==> config.mk <==
export PLATFORM = sky130hd
export DESIGN_NAME = ibb_divider
export DESIGN_NICKNAME = d
export VERILOG_FILES = /design/src/ibb_pkg.sv /design/src/ibb_divider.sv
export SDC_FILE = /design/constraint.sdc
export NUM_CORES = 1
export LEC_CHECK = 0
export ABC_AREA = 0
export BUFFER_PORTS_ARGS = -buffer_cell sky130_fd_sc_hd__buf_4
export CORE_UTILIZATION = 50
export CTS_CLUSTER_SIZE = 14
export DETAILED_ROUTE_END_ITERATION = 8
export GPL_TIMING_DRIVEN = 0
export MAX_ROUTING_LAYER = met4
export PLACE_DENSITY = 0.87
export RECOVER_POWER = 50
export SYNTH_ARGS = -nofsm -noshare
export SYNTH_HDL_FRONTEND = slang
export SYNTH_SLANG_ARGS = --single-unit
==> constraint.sdc <==
create_clock -name clock -period 2.7 [get_ports clock]
set_input_delay 0 -clock clock [delete_from_list [all_inputs] [get_ports clock]]
set_output_delay 0 -clock clock [all_outputs]
set_load 0.005 [all_outputs]
==> src/ibb_pkg.sv <==
`default_nettype none

package ibb_pkg;

   localparam int SAMPLE_W     = 8;
   localparam int ROW_W        = 16;
   localparam int SUM_W        = 16;
   localparam int RECIP_W      = 25;
   localparam int RECIP_SHIFT  = 24;
   localparam int CSR_DATA_W   = 16;
   localparam int CSR_INDEX_W  = 2;
   localparam int WIDTH_REG_W  = 12;
   localparam int HEIGHT_REG_W = 16;
   localparam int CHAN_REG_W   = 3;
   localparam int BIN_REG_W    = 5;
   localparam int OUT_DEPTH    = 4;

   localparam logic [CSR_INDEX_W-1:0] CSR_IMAGE_WIDTH   = 2'd0;
   localparam logic [CSR_INDEX_W-1:0] CSR_IMAGE_HEIGHT  = 2'd1;
   localparam logic [CSR_INDEX_W-1:0] CSR_CHANNEL_COUNT = 2'd2;
   localparam logic [CSR_INDEX_W-1:0] CSR_BIN_SIZE      = 2'd3;

   typedef struct packed {
      logic busy;
      logic done;
   } ibb_div_status_type;

   typedef struct packed {
      logic [SAMPLE_W-1:0] value;
      logic                last;
   } ibb_result_type;

   // Reciprocal of bin*bin, rounded up, scaled by 2^24. A 16-bit sum times this
   // value shifted right by 24 is exactly the floor of sum / (bin*bin).
   function automatic logic [RECIP_W-1:0] ibb_recip(input logic [BIN_REG_W-1:0] bin);
      logic [RECIP_W-1:0] r;
      unique case (bin)
         5'd1:    r = 25'd16777216;
         5'd2:    r = 25'd4194304;
         5'd3:    r = 25'd1864136;
         5'd4:    r = 25'd1048576;
         5'd5:    r = 25'd671089;
         5'd6:    r = 25'd466034;
         5'd7:    r = 25'd342393;
         5'd8:    r = 25'd262144;
         5'd9:    r = 25'd207127;
         5'd10:   r = 25'd167773;
         5'd11:   r = 25'd138655;
         5'd12:   r = 25'd116509;
         5'd13:   r = 25'd99274;
         5'd14:   r = 25'd85599;
         5'd15:   r = 25'd74566;
         5'd16:   r = 25'd65536;
         default: r = 25'd16777216;
      endcase
      return r;
   endfunction

endpackage

`default_nettype wire

==> src/ibb_divider.sv <==
`default_nettype none

module ibb_divider #(
   parameter int NUM_W = 16,
   parameter int DEN_W = 5
) (
   input  logic                        clock,
   input  logic                        reset,
   input  logic                        start,
   input  logic [NUM_W-1:0]            numerator,
   input  logic [DEN_W-1:0]            denominator,
   output ibb_pkg::ibb_div_status_type status,
   output logic [NUM_W-1:0]            quotient,
   output logic [DEN_W-1:0]            remainder
);

   import ibb_pkg::*;

   localparam int CNT_W = $clog2(NUM_W + 1);

   logic             busy_ff, busy_in;
   logic             done_ff, done_in;
   logic [CNT_W-1:0] count_ff, count_in;
   logic [NUM_W-1:0] num_ff, num_in;
   logic [DEN_W-1:0] rem_ff, rem_in;
   logic [DEN_W-1:0] den_ff, den_in;
   logic [DEN_W:0]   trial;

   // One quotient bit per cycle, most significant first.
   always_comb begin
      busy_in  = busy_ff;
      done_in  = 1'b0;
      count_in = count_ff;
      num_in   = num_ff;
      rem_in   = rem_ff;
      den_in   = den_ff;
      trial    = {rem_ff, num_ff[NUM_W-1]};
      if (start) begin
         busy_in  = 1'b1;
         count_in = CNT_W'(NUM_W);
         num_in   = numerator;
         rem_in   = '0;
         den_in   = denominator;
      end else if (busy_ff) begin
         if (trial >= {1'b0, den_ff}) begin
            rem_in = DEN_W'(trial - {1'b0, den_ff});
            num_in = {num_ff[NUM_W-2:0], 1'b1};
         end else begin
            rem_in = DEN_W'(trial);
            num_in = {num_ff[NUM_W-2:0], 1'b0};
         end
         count_in = count_ff - 1'b1;
         if (count_ff == CNT_W'(1)) begin
            busy_in = 1'b0;
            done_in = 1'b1;
         end
      end
   end

   always_ff @(posedge clock) begin
      if (reset) begin
         busy_ff <= 1'b0;
         done_ff <= 1'b0;
      end else begin
         busy_ff <= busy_in;
         done_ff <= done_in;
      end
      count_ff <= count_in;
      num_ff   <= num_in;
      rem_ff   <= rem_in;
      den_ff   <= den_in;
   end

   assign status.busy = busy_ff;
   assign status.done = done_ff;
   assign quotient    = num_ff;
   assign remainder   = rem_ff;

endmodule

`default_nettype wire

==> impl_summary.log <==
INFO  metric outcome = finished, final reports clean
INFO  metric total_negative_slack = 0 ns
INFO  metric detail_route.drc_violations = 0
INFO  metric numCtsBuffers = 5
INFO  metric period_needed = 2.418 ns
INFO  metric worst_setup_path_endpoint = remainder[4]
INFO  metric total_leakage_power = 0.9377 nW
INFO  metric timing_worst_setup_path_type = register to register
INFO  metric netlist_area = 1592 um^2
INFO  metric syn_area_per_cell = 12.34 um^2
INFO  metric placement.io_buffers = 46
INFO  metric setup.worst_path.start_class = register
INFO  metric worst_slack = 0.2816 ns
INFO  metric power-per-cell-area = 545.1 nW/um^2
INFO  metric mostFrequentLayoutCells = 33 x clkbuf_4, 22 x dlygate4sd3_1, 21 x edfxtp_1, 19 x buf_4, 15 x mux2_2
INFO  metric post_synthesis_sequential_area_ratio = 0.5472
INFO  metric power.ir.vdd_worst = 336.4 uV
INFO  metric final.setup_skew = 0.01026 ns
INFO  metric number_of_gates_resized_after_cts = 0
INFO  metric ff2ff_setup_slack = 0.28 ns
INFO  metric syn_to_final_growth = 43.08%
INFO  metric synth_edf_count = 21
INFO  metric worst_setup_hold_path_clk_slew = 0.10 ns
INFO  metric detail_route.wl_per_cell = 15.09 um
INFO  metric timing.fmax = 413.5 MHz
INFO  metric first_pass_iters = 4
INFO  metric die_x = 58.42 um
INFO  metric route.detailed.vias_per_inst = 5.313
INFO  metric numClockSinks = 33
INFO  metric setup_viol = 0
INFO  metric hold_slack = 0.03048 ns
INFO  metric place_ws = 0.3196 ns
INFO  metric max_slew_margin = 0.5984
INFO  metric first_pass_grt_wire_length = 5.927 mm
INFO  metric crit_start = quotient[15]
INFO  metric layout-drive-gt1-share = 0.3707
INFO  metric clock_tree.buffer_depth = 2
INFO  metric gp_congestion = 0.8154
INFO  metric timing_max_transition_violations_final = 0
INFO  metric cp.arrival = 2.66 ns
INFO  metric critPathMaxFanout = 3
INFO  metric type_of_element_capturing_the_critical_path = register
INFO  metric instances_no_fill = 249
INFO  metric drtAntennaViolNets = 0
INFO  metric r2r_start = quotient[15]
INFO  metric die_y = 58.42 um
INFO  metric initial_core_util = 0.5256
INFO  metric cts_htree_levels = 2
INFO  metric dieArea = 3413 um^2
INFO  metric netlist.area_leader.share = 0.3962
INFO  metric r2r-end = remainder[4]
INFO  metric drt-total-wl = 3.758 mm
INFO  metric grt_pass1_vias = 1383
INFO  metric number_of_antenna_violations_at_the_first_check_in_global_routing = 0
INFO  metric finalHoldViolations = 0
INFO  metric hpwl = 2.388 mm
INFO  metric max-cap-violations = 0
INFO  metric num-nets-final = 236
INFO  metric grt_setup_unrepaired = false
INFO  metric row_count = 20
INFO  metric final_common_cell = clkbuf_4
INFO  metric globalRoute.totalOverflow = 0
INFO  metric grt_max_degree = 20
INFO  metric worst_skew_pair_later_pin_latency = 0.34 ns
INFO  metric postCtsSetupRepairBufs = 0
INFO  metric number_of_storage_elements_in_the_synthesis_netlist = 33
INFO  metric boundaryPins = 47
INFO  metric synth.largest_area_cell = edfxtp_1
INFO  metric dr_iter_0_viols = 29
INFO  metric synth_async_sr_flop_share = 0
INFO  metric antenna_cells = 0
INFO  metric data_required_time_at_the_worst_endpoint = 2.94 ns
INFO  metric mappedNetlistNets = 161
INFO  metric post-place-cells = 219
INFO  metric synth.distinct_cells = 38
INFO  metric cts_tree = yes
INFO  metric postSynthCellCount = 129
INFO  metric groute.usage.overall = 0.2459
INFO  metric min_path_type = input port to register
INFO  metric top_post_synthesis_cells_by_area = edfxtp_1 40%, dfxtp_1 15%, mux2_2 11%
INFO  metric vias = 1323
INFO  metric synthFlopType = edfxtp_1
INFO  metric worst_slew_pin_slew = 0.5871 ns
INFO  metric clock_tree.root_cell = clkbuf_4
INFO  metric layout_worst_path_cycle_share = 0.8957
INFO  metric coreArea = 3028 um^2
INFO  metric reg2reg_depth = 8
INFO  metric yosys_warnings = 0
cells in the mapped netlist, types with 2 or more instances:
library cell / instances
a311oi_1: 3
xnor2_1: 3
nand2b_1: 2
dfxtp_1: 12
ha_1: 7
mux2_2: 15
inv_1: 11
a21oi_1: 4
nand2_1: 2
or2_2: 2
o21ai_0: 2
buf_4: 2
nor2_1: 10
a211oi_1: 2
xor2_1: 2
edfxtp_1: 21
a2111oi_0: 2
nor3_1: 5
a311o_1: 2
buf_1: 2
critical path: stages (launching register included):
cell	delay [ns]
edfxtp_1	0.44
inv_1	0.08
ha_1	0.16
inv_1	0.06
fa_1	0.43
a21o_2	0.21
a2111oi_0	0.58
o31ai_1	0.12
a22o_1	0.24
how the worst min path moves through the flow:
stage	from	to	slack, ns	cells after the start
2_1_floorplan	reset	busy_ff	0.07	1
3_3_place_gp	reset	busy_ff	0.17	2
3_5_place_dp	reset	busy_ff	0.17	2
4_1_cts	numerator[0]	quotient[0]	0.005	3
5_1_grt	numerator[0]	quotient[0]	0.03	3
6_report	numerator[0]	quotient[0]	0.03	3
registers in the layout, summed over array words and instances, names as in the netlist:
name / flops
quotient: 16
count_ff: 5
den_ff: 5
remainder: 5
busy_ff: 1
done_ff: 1
routing by layer:
layer	vias up	GRT usage	wire, um
met1	631	0.2211	1397
met2	55	0.4696	2071
met4	0	0.1020	59
li1	629	-	-
met3	8	0.07692	229
met5	-	-	0
power by group:
part / leakage (nW) / total [mW] / switching (mW) / internal, mW
registers: 0.309 / 0.634 / 0.0383 / 0.596
clock network: 0.0413 / 0.316 / 0.165 / 0.151
logic: 0.588 / 0.291 / 0.128 / 0.163
total: 0.938 / 1.24 / 0.331 / 0.910
cell families (layout without fill, tap and decap cells):
kind of cell / after synthesis / in the layout / synth area share
and+or+nand+nor: 30 / 30 / 0.1061
AOI/OAI and AO/OA: 21 / 21 / 0.09985
muxes: 15 / 15 / 0.1061
DFF: 33 / 33 / 0.5472
buffers and inverters: 17 / 93 / 0.04559
adders and majority gates: 8 / 8 / 0.06761
xor gates and xnor gates: 5 / 5 / 0.02752
timing repair:
action	4_1_cts	5_1_grt
endpoints found under the hold margin	27	0
setup endpoints to repair	0	0
hold buffers	22	0
cell type report:
cell class | instances | area, um^2
Inverter | 11 | 41.29
Clock buffer | 7 | 65.06
Multi-Input combinational cell | 79 | 648.1
Sequential cell | 33 | 870.8
Tap cell | 44 | 55.05
Buffer | 6 | 30.03
Timing Repair Buffer | 68 | 561.8
Fill cell | 215 | 750.7
Clock inverter | 1 | 5.005
metrics by stage:
step	power, mW	util	cell area [um^2]
after CTS	1.243	0.7537	2282
after global placement	0.8913	0.6579	1992
after floorplan	0.7884	-	1592
final	1.241	0.7521	2277
after detailed placement	0.9074	0.6579	1992
after global routing	1.307	0.7521	2277
Note: power is estimated with default switching activity, not from simulation.
