[config.mk]
export PLATFORM = sky130hd
export DESIGN_NAME = ibb_out_fifo
export DESIGN_NICKNAME = d
export VERILOG_FILES = /design/src/ibb_pkg.sv /design/src/ibb_out_fifo.sv
export SDC_FILE = /design/constraint.sdc
export NUM_CORES = 1
export LEC_CHECK = 0
export BUFFER_PORTS_ARGS = -buffer_cell sky130_fd_sc_hd__buf_2
export CAP_MARGIN = 20
export CORE_MARGIN = 10
export CORE_UTILIZATION = 45
export CTS_CLUSTER_DIAMETER = 150
export DETAILED_ROUTE_END_ITERATION = 7
export GPL_ROUTABILITY_DRIVEN = 0
export PLACE_DENSITY = 0.63
export SYNTH_ARGS = -nofsm -noshare
export SYNTH_HDL_FRONTEND = slang
export SYNTH_SLANG_ARGS = --single-unit
export TNS_END_PERCENT = 30
[constraint.sdc]
create_clock -name clock -period 1.8 [get_ports clock]
set_input_delay 0.09 -clock clock [delete_from_list [all_inputs] [get_ports clock]]
set_output_delay 0.09 -clock clock [all_outputs]
set_load 0.01 [all_outputs]
[src/ibb_pkg.sv]
`default_nettype none

package ibb_pkg;

   localparam int SAMPLE_W     = 8;
   localparam int ROW_W        = 16;
   localparam int SUM_W        = 16;
   localparam int RECIP_W      = 25;
   localparam int RECIP_SHIFT  = 24;
   localparam int CSR_DATA_W   = 16;
   localparam int CSR_INDEX_W  = 2;
   localparam int WIDTH_REG_W  = 12;
   localparam int HEIGHT_REG_W = 16;
   localparam int CHAN_REG_W   = 3;
   localparam int BIN_REG_W    = 5;
   localparam int OUT_DEPTH    = 4;

   localparam logic [CSR_INDEX_W-1:0] CSR_IMAGE_WIDTH   = 2'd0;
   localparam logic [CSR_INDEX_W-1:0] CSR_IMAGE_HEIGHT  = 2'd1;
   localparam logic [CSR_INDEX_W-1:0] CSR_CHANNEL_COUNT = 2'd2;
   localparam logic [CSR_INDEX_W-1:0] CSR_BIN_SIZE      = 2'd3;

   typedef struct packed {
      logic busy;
      logic done;
   } ibb_div_status_type;

   typedef struct packed {
      logic [SAMPLE_W-1:0] value;
      logic                last;
   } ibb_result_type;

   // Reciprocal of bin*bin, rounded up, scaled by 2^24. A 16-bit sum times this
   // value shifted right by 24 is exactly the floor of sum / (bin*bin).
   function automatic logic [RECIP_W-1:0] ibb_recip(input logic [BIN_REG_W-1:0] bin);
      logic [RECIP_W-1:0] r;
      unique case (bin)
         5'd1:    r = 25'd16777216;
         5'd2:    r = 25'd4194304;
         5'd3:    r = 25'd1864136;
         5'd4:    r = 25'd1048576;
         5'd5:    r = 25'd671089;
         5'd6:    r = 25'd466034;
         5'd7:    r = 25'd342393;
         5'd8:    r = 25'd262144;
         5'd9:    r = 25'd207127;
         5'd10:   r = 25'd167773;
         5'd11:   r = 25'd138655;
         5'd12:   r = 25'd116509;
         5'd13:   r = 25'd99274;
         5'd14:   r = 25'd85599;
         5'd15:   r = 25'd74566;
         5'd16:   r = 25'd65536;
         default: r = 25'd16777216;
      endcase
      return r;
   endfunction

endpackage

`default_nettype wire

[src/ibb_out_fifo.sv]
`default_nettype none

module ibb_out_fifo #(
   parameter int DEPTH = 4
) (
   input  logic                    clock,
   input  logic                    reset,
   input  logic                    push,
   input  ibb_pkg::ibb_result_type push_data,
   input  logic                    pop,
   output logic                    out_valid,
   output ibb_pkg::ibb_result_type out_data
);

   import ibb_pkg::*;

   localparam int PTR_W = (DEPTH > 1) ? $clog2(DEPTH) : 1;
   localparam int CNT_W = $clog2(DEPTH + 1);

   ibb_result_type   slot_ff [DEPTH];
   logic [PTR_W-1:0] wr_ptr_ff, wr_ptr_in;
   logic [PTR_W-1:0] rd_ptr_ff, rd_ptr_in;
   logic [CNT_W-1:0] count_ff, count_in;

   always_comb begin
      wr_ptr_in = wr_ptr_ff;
      rd_ptr_in = rd_ptr_ff;
      if (push) begin
         wr_ptr_in = (wr_ptr_ff == PTR_W'(DEPTH - 1)) ? '0 : wr_ptr_ff + 1'b1;
      end
      if (pop) begin
         rd_ptr_in = (rd_ptr_ff == PTR_W'(DEPTH - 1)) ? '0 : rd_ptr_ff + 1'b1;
      end
      count_in = count_ff + CNT_W'(push) - CNT_W'(pop);
   end

   always_ff @(posedge clock) begin
      if (reset) begin
         wr_ptr_ff <= '0;
         rd_ptr_ff <= '0;
         count_ff  <= '0;
      end else begin
         wr_ptr_ff <= wr_ptr_in;
         rd_ptr_ff <= rd_ptr_in;
         count_ff  <= count_in;
      end
      if (push) begin
         slot_ff[wr_ptr_ff] <= push_data;
      end
   end

   assign out_valid = (count_ff != '0);
   assign out_data  = slot_ff[rd_ptr_ff];

endmodule

`default_nettype wire

==> qor.csv <==
stage;metric;value;unit
grt;first_pass_grt_wire_length;4360;um
synthesis;sequential_cell_area_fraction_in_the_yosys_report;72.41;%
timing;setup-tns-final;0;ps
finish;nNetsFinal;142;
finish;syn2layout_area_growth;17.31;%
drt;detail_route.vias_per_cell;4.971;
critical_path;timing.reg2reg.worst_path_depth;8;
critical_path;critPathKind;reg2out;
grt;overflow;0;
clock_network;ctsLongestPathBuffers;2;
drt;first_pass_iters;4;
floorplanning;number_of_core_rows;22;
synthesis;synth.cell_area;1742;sq um
floorplanning;floorplan.io_pins;23;
timing;finalSetupViolations;0;
floorplanning;floorplan.initialDensity;47.22;%
critical_path;crit_family;multiplexers;
power_and_ir_drop;cellLeakagePower;0.7528;nW
hold_path;min_path_type;in2reg;
drt;routed-via-count;845;
timing;grt_setup_unrepaired;false;
synthesis;synth_cells;88;
critical_path;critical_path_peak_fanout;9;
critical_path;cpMaxStageDelayCell;sky130_fd_sc_hd__mux4_2;
timing;holdWs;5.841;ps
critical_path;cp.arrival;1510;ps
synthesis;synth_seq_cells;45;
clock_network;tritoncts;yes;
drt;detail_route.drc_violations;0;
timing;finalHoldViolations;0;
clock_network;cts-root-buf;sky130_fd_sc_hd__clkbuf_8;
critical_path;cp_capture_type;output port;
finish;post_route_cells_drive_above_1_share;32.79;%
place;port_buffers;22;
clock_network;clock_edge_transition_at_the_registers_on_the_reported_setup_and_hold_paths;80;ps
critical_path;r2r_end;count_ff[2]$_SDFF_PP0_;
power_and_ir_drop;flop_pwr_share;58.1;%
critical_path;critical_path.reg2reg.startpoint;count_ff[0]$_SDFF_PP0_;
grt;grt_start_max_net_pins;16;
critical_path;timing.critical_path.cells;buf_4 > mux4_2 > buf_2;
flow_run;timing.max_cap.violations;0;
timing;skew;5.912;ps
timing;worstMarginPinSlew;490.7;ps
power_and_ir_drop;power_per_cell_area;1029;nW/um^2
power_and_ir_drop;internal-power;1.619;mW
floorplanning;die_area;6758;sq um
finish;num_antenna_cells;0;
power_and_ir_drop;report.power.total;2.103;mW
power_and_ir_drop;power.switching;0.4843;mW
finish;final-seq-area;1261;sq um
clock_network;cts_buffers;5;
drt;routed_wire_length_per_instance;15.85;um
critical_path;setup.reg_to_reg.worst_slack;240;ps
synthesis;syn-num-nets;109;
finish;area_of_the_multi_input_gates;445.4;sq um
critical_path;timing.critical_path.from_type;flop;
synthesis;synth.yosys.warnings;0;
hold_path;timing.hold.worst_endpoint;slot_ff[0][5]$_DFFE_PP_;
clock_network;clk-insertion-delay-late;300;ps
timing;final_critical_path_setup_slack;199.4;ps
outcome;status;complete, no violations;
critical_path;crit_path_max_incr_delay;530;ps
critical_path;worstPathBufferInverterCount;2;
timing;final_max_slew_viol_count;0;
floorplanning;core-area;3689;sq um
grt;grt_antenna_before_repair;0;
finish;fillCellCount;327;
place;dpl_worst_slack;232.3;ps
clock_network;cts_hold_repair.buffers;3;
power_and_ir_drop;combinationalPowerShare;13.1;%
hold_path;hold_path_startpoint;push_data[5];
drt;ant_nets;0;
grt;global_route.usage.total;9.116;%
drt;dr.first_iter.drc_count;72;
hold_path;hold_path_depth;1;
clock_network;cts_resized;0;
power_and_ir_drop;vdd_drop_max;441.0;uV
timing;slew_margin_rel;67.29;%
timing;period_share;88.92;%
timing;fmax;624.8;MHz
floorplanning;die_height;82.21;um
clock_network;postCtsSetupRepairBufs;0;
clock_network;htreeDepth;2;
drt;route.final.wire_length;2695;um
timing;period_minus_slack;1601;ps
grt;via_count_of_the_first_global_routing_pass;927;
power_and_ir_drop;netSwitchingFraction;23.03;%
critical_path;data_required_time_at_the_worst_endpoint;1710;ps
clock_network;clock_sinks;45;
power_and_ir_drop;clockPowerShare;28.8;%
synthesis;avgSynthCellArea;19.79;sq um
synthesis;synth.distinct_cells;17;
floorplanning;die-width;82.21;um
[synthesized netlist by cell type]
cell                        n  share of area (%)
sky130_fd_sc_hd__xnor3_1    1                1.3
sky130_fd_sc_hd__or3_1      1               0.36
sky130_fd_sc_hd__clkbuf_2   1               0.29
sky130_fd_sc_hd__nor2_1     4               0.86
sky130_fd_sc_hd__and2_1     4                1.4
sky130_fd_sc_hd__edfxtp_1  36                 62
sky130_fd_sc_hd__ha_1       7                5.0
sky130_fd_sc_hd__or3b_1     2                1.0
sky130_fd_sc_hd__mux2i_1    2                1.1
sky130_fd_sc_hd__nand2b_1   2               0.72
sky130_fd_sc_hd__buf_6      1               0.65
sky130_fd_sc_hd__inv_1      5                1.1
sky130_fd_sc_hd__nor2b_1    1               0.36
sky130_fd_sc_hd__fa_1       1                1.1
sky130_fd_sc_hd__mux4_2     9                 12
sky130_fd_sc_hd__a21oi_1    2               0.57
sky130_fd_sc_hd__dfxtp_1    9                 10
[sequential cells by signal, summed over array words and instances, names as in the netlist, named ones only]
signal and flops:
wr_ptr_ff 2, rd_ptr_ff 2, count_ff 3, slot_ff 36
[worst max path at each step]
| stage | depth (start not counted) | from | slack [ps] | to |
|---|---|---|---|---|
| after floorplan | 8 | count_ff[0]$_SDFF_PP0_ | 310 | count_ff[2]$_SDFF_PP0_ |
| after global placement | 8 | count_ff[0]$_SDFF_PP0_ | 290 | count_ff[2]$_SDFF_PP0_ |
| after detailed placement | 8 | count_ff[0]$_SDFF_PP0_ | 230 | count_ff[2]$_SDFF_PP0_ |
| after global routing | 3 | flop | 100 | out_data[2] |
| after CTS | 3 | flop | 160 | out_data[2] |
| final | 3 | flop | 200 | out_data[1] |
[worst register-to-register path: cells and delay by family, from the launching register on]
family	cells	cell delay, ps
buf+inv	3	140
flops	1	330
xor+xnor	1	200
fa+ha+maj	3	750
simple gates	1	40
[power by group through the flow]
| stage | Clock (mW) | Sequential [mW] | Combinational [mW] |
|---|---|---|---|
| after floorplan | 0 | 1.23 | 0.191 |
| after global placement | 0 | 1.24 | 0.266 |
| after detailed placement | 0 | 1.25 | 0.274 |
| after CTS | 0.622 | 1.22 | 0.281 |
| after global routing | 0.678 | 1.23 | 0.306 |
| final | 0.605 | 1.22 | 0.276 |
[cell families after synthesis]
group / share of synthesized area [%]
adders and majority gates: 6.178
buffers and inverters: 2.011
muxes: 12.79
AOI/OAI and AO/OA: 0.5747
xor gates and xnor gates: 1.293
DFF: 72.41
and+or+nand+nor: 4.741
[per-layer routing]
layer | track usage, % | part of all wire, % | up-vias
met4 | 5.102 | 1.9 | 0
met2 | 15.09 | 55 | 18
li1 | - | - | 398
met1 | 9.054 | 37 | 425
met3 | 4.752 | 6.5 | 4
met5 | 0 | 0 | -
[metrics by stage]
| step | cells | area [sq um] | utilization, % |
|---|---|---|---|
| floorplan | 88 | 1742 | - |
| global placement | 157 | 1903 | 51.59 |
| detailed placement | 157 | 1903 | 51.59 |
| CTS | 168 | 2023 | 54.85 |
| global route | 170 | 2043 | 55.39 |
| finish | 170 | 2043 | 55.39 |
[cell usage in the layout (no fill, tap or decap), types with 2 or more instances in the layout]
master                          count
sky130_fd_sc_hd__edfxtp_1          36
sky130_fd_sc_hd__buf_2             22
sky130_fd_sc_hd__mux4_2             9
sky130_fd_sc_hd__dfxtp_1            9
sky130_fd_sc_hd__ha_1               7
sky130_fd_sc_hd__inv_1              5
sky130_fd_sc_hd__clkbuf_8           5
sky130_fd_sc_hd__dlygate4sd3_1      5
sky130_fd_sc_hd__and2_1             4
sky130_fd_sc_hd__nor2_1             4
sky130_fd_sc_hd__or3b_1             2
sky130_fd_sc_hd__nand2b_1           2
sky130_fd_sc_hd__a21oi_1            2
sky130_fd_sc_hd__mux2i_1            2
[cell type report]
class / instances / share of cell area [%]
clock inverter: 3 / 1.041
inverter: 5 / 0.9186
multi-input combinational: 36 / 21.80
tap: 48 / 2.939
sequential: 45 / 61.73
clock buffer: 5 / 3.368
timing repair buffer: 28 / 8.206
No activity file was read; power rests on OpenSTA's default activity.
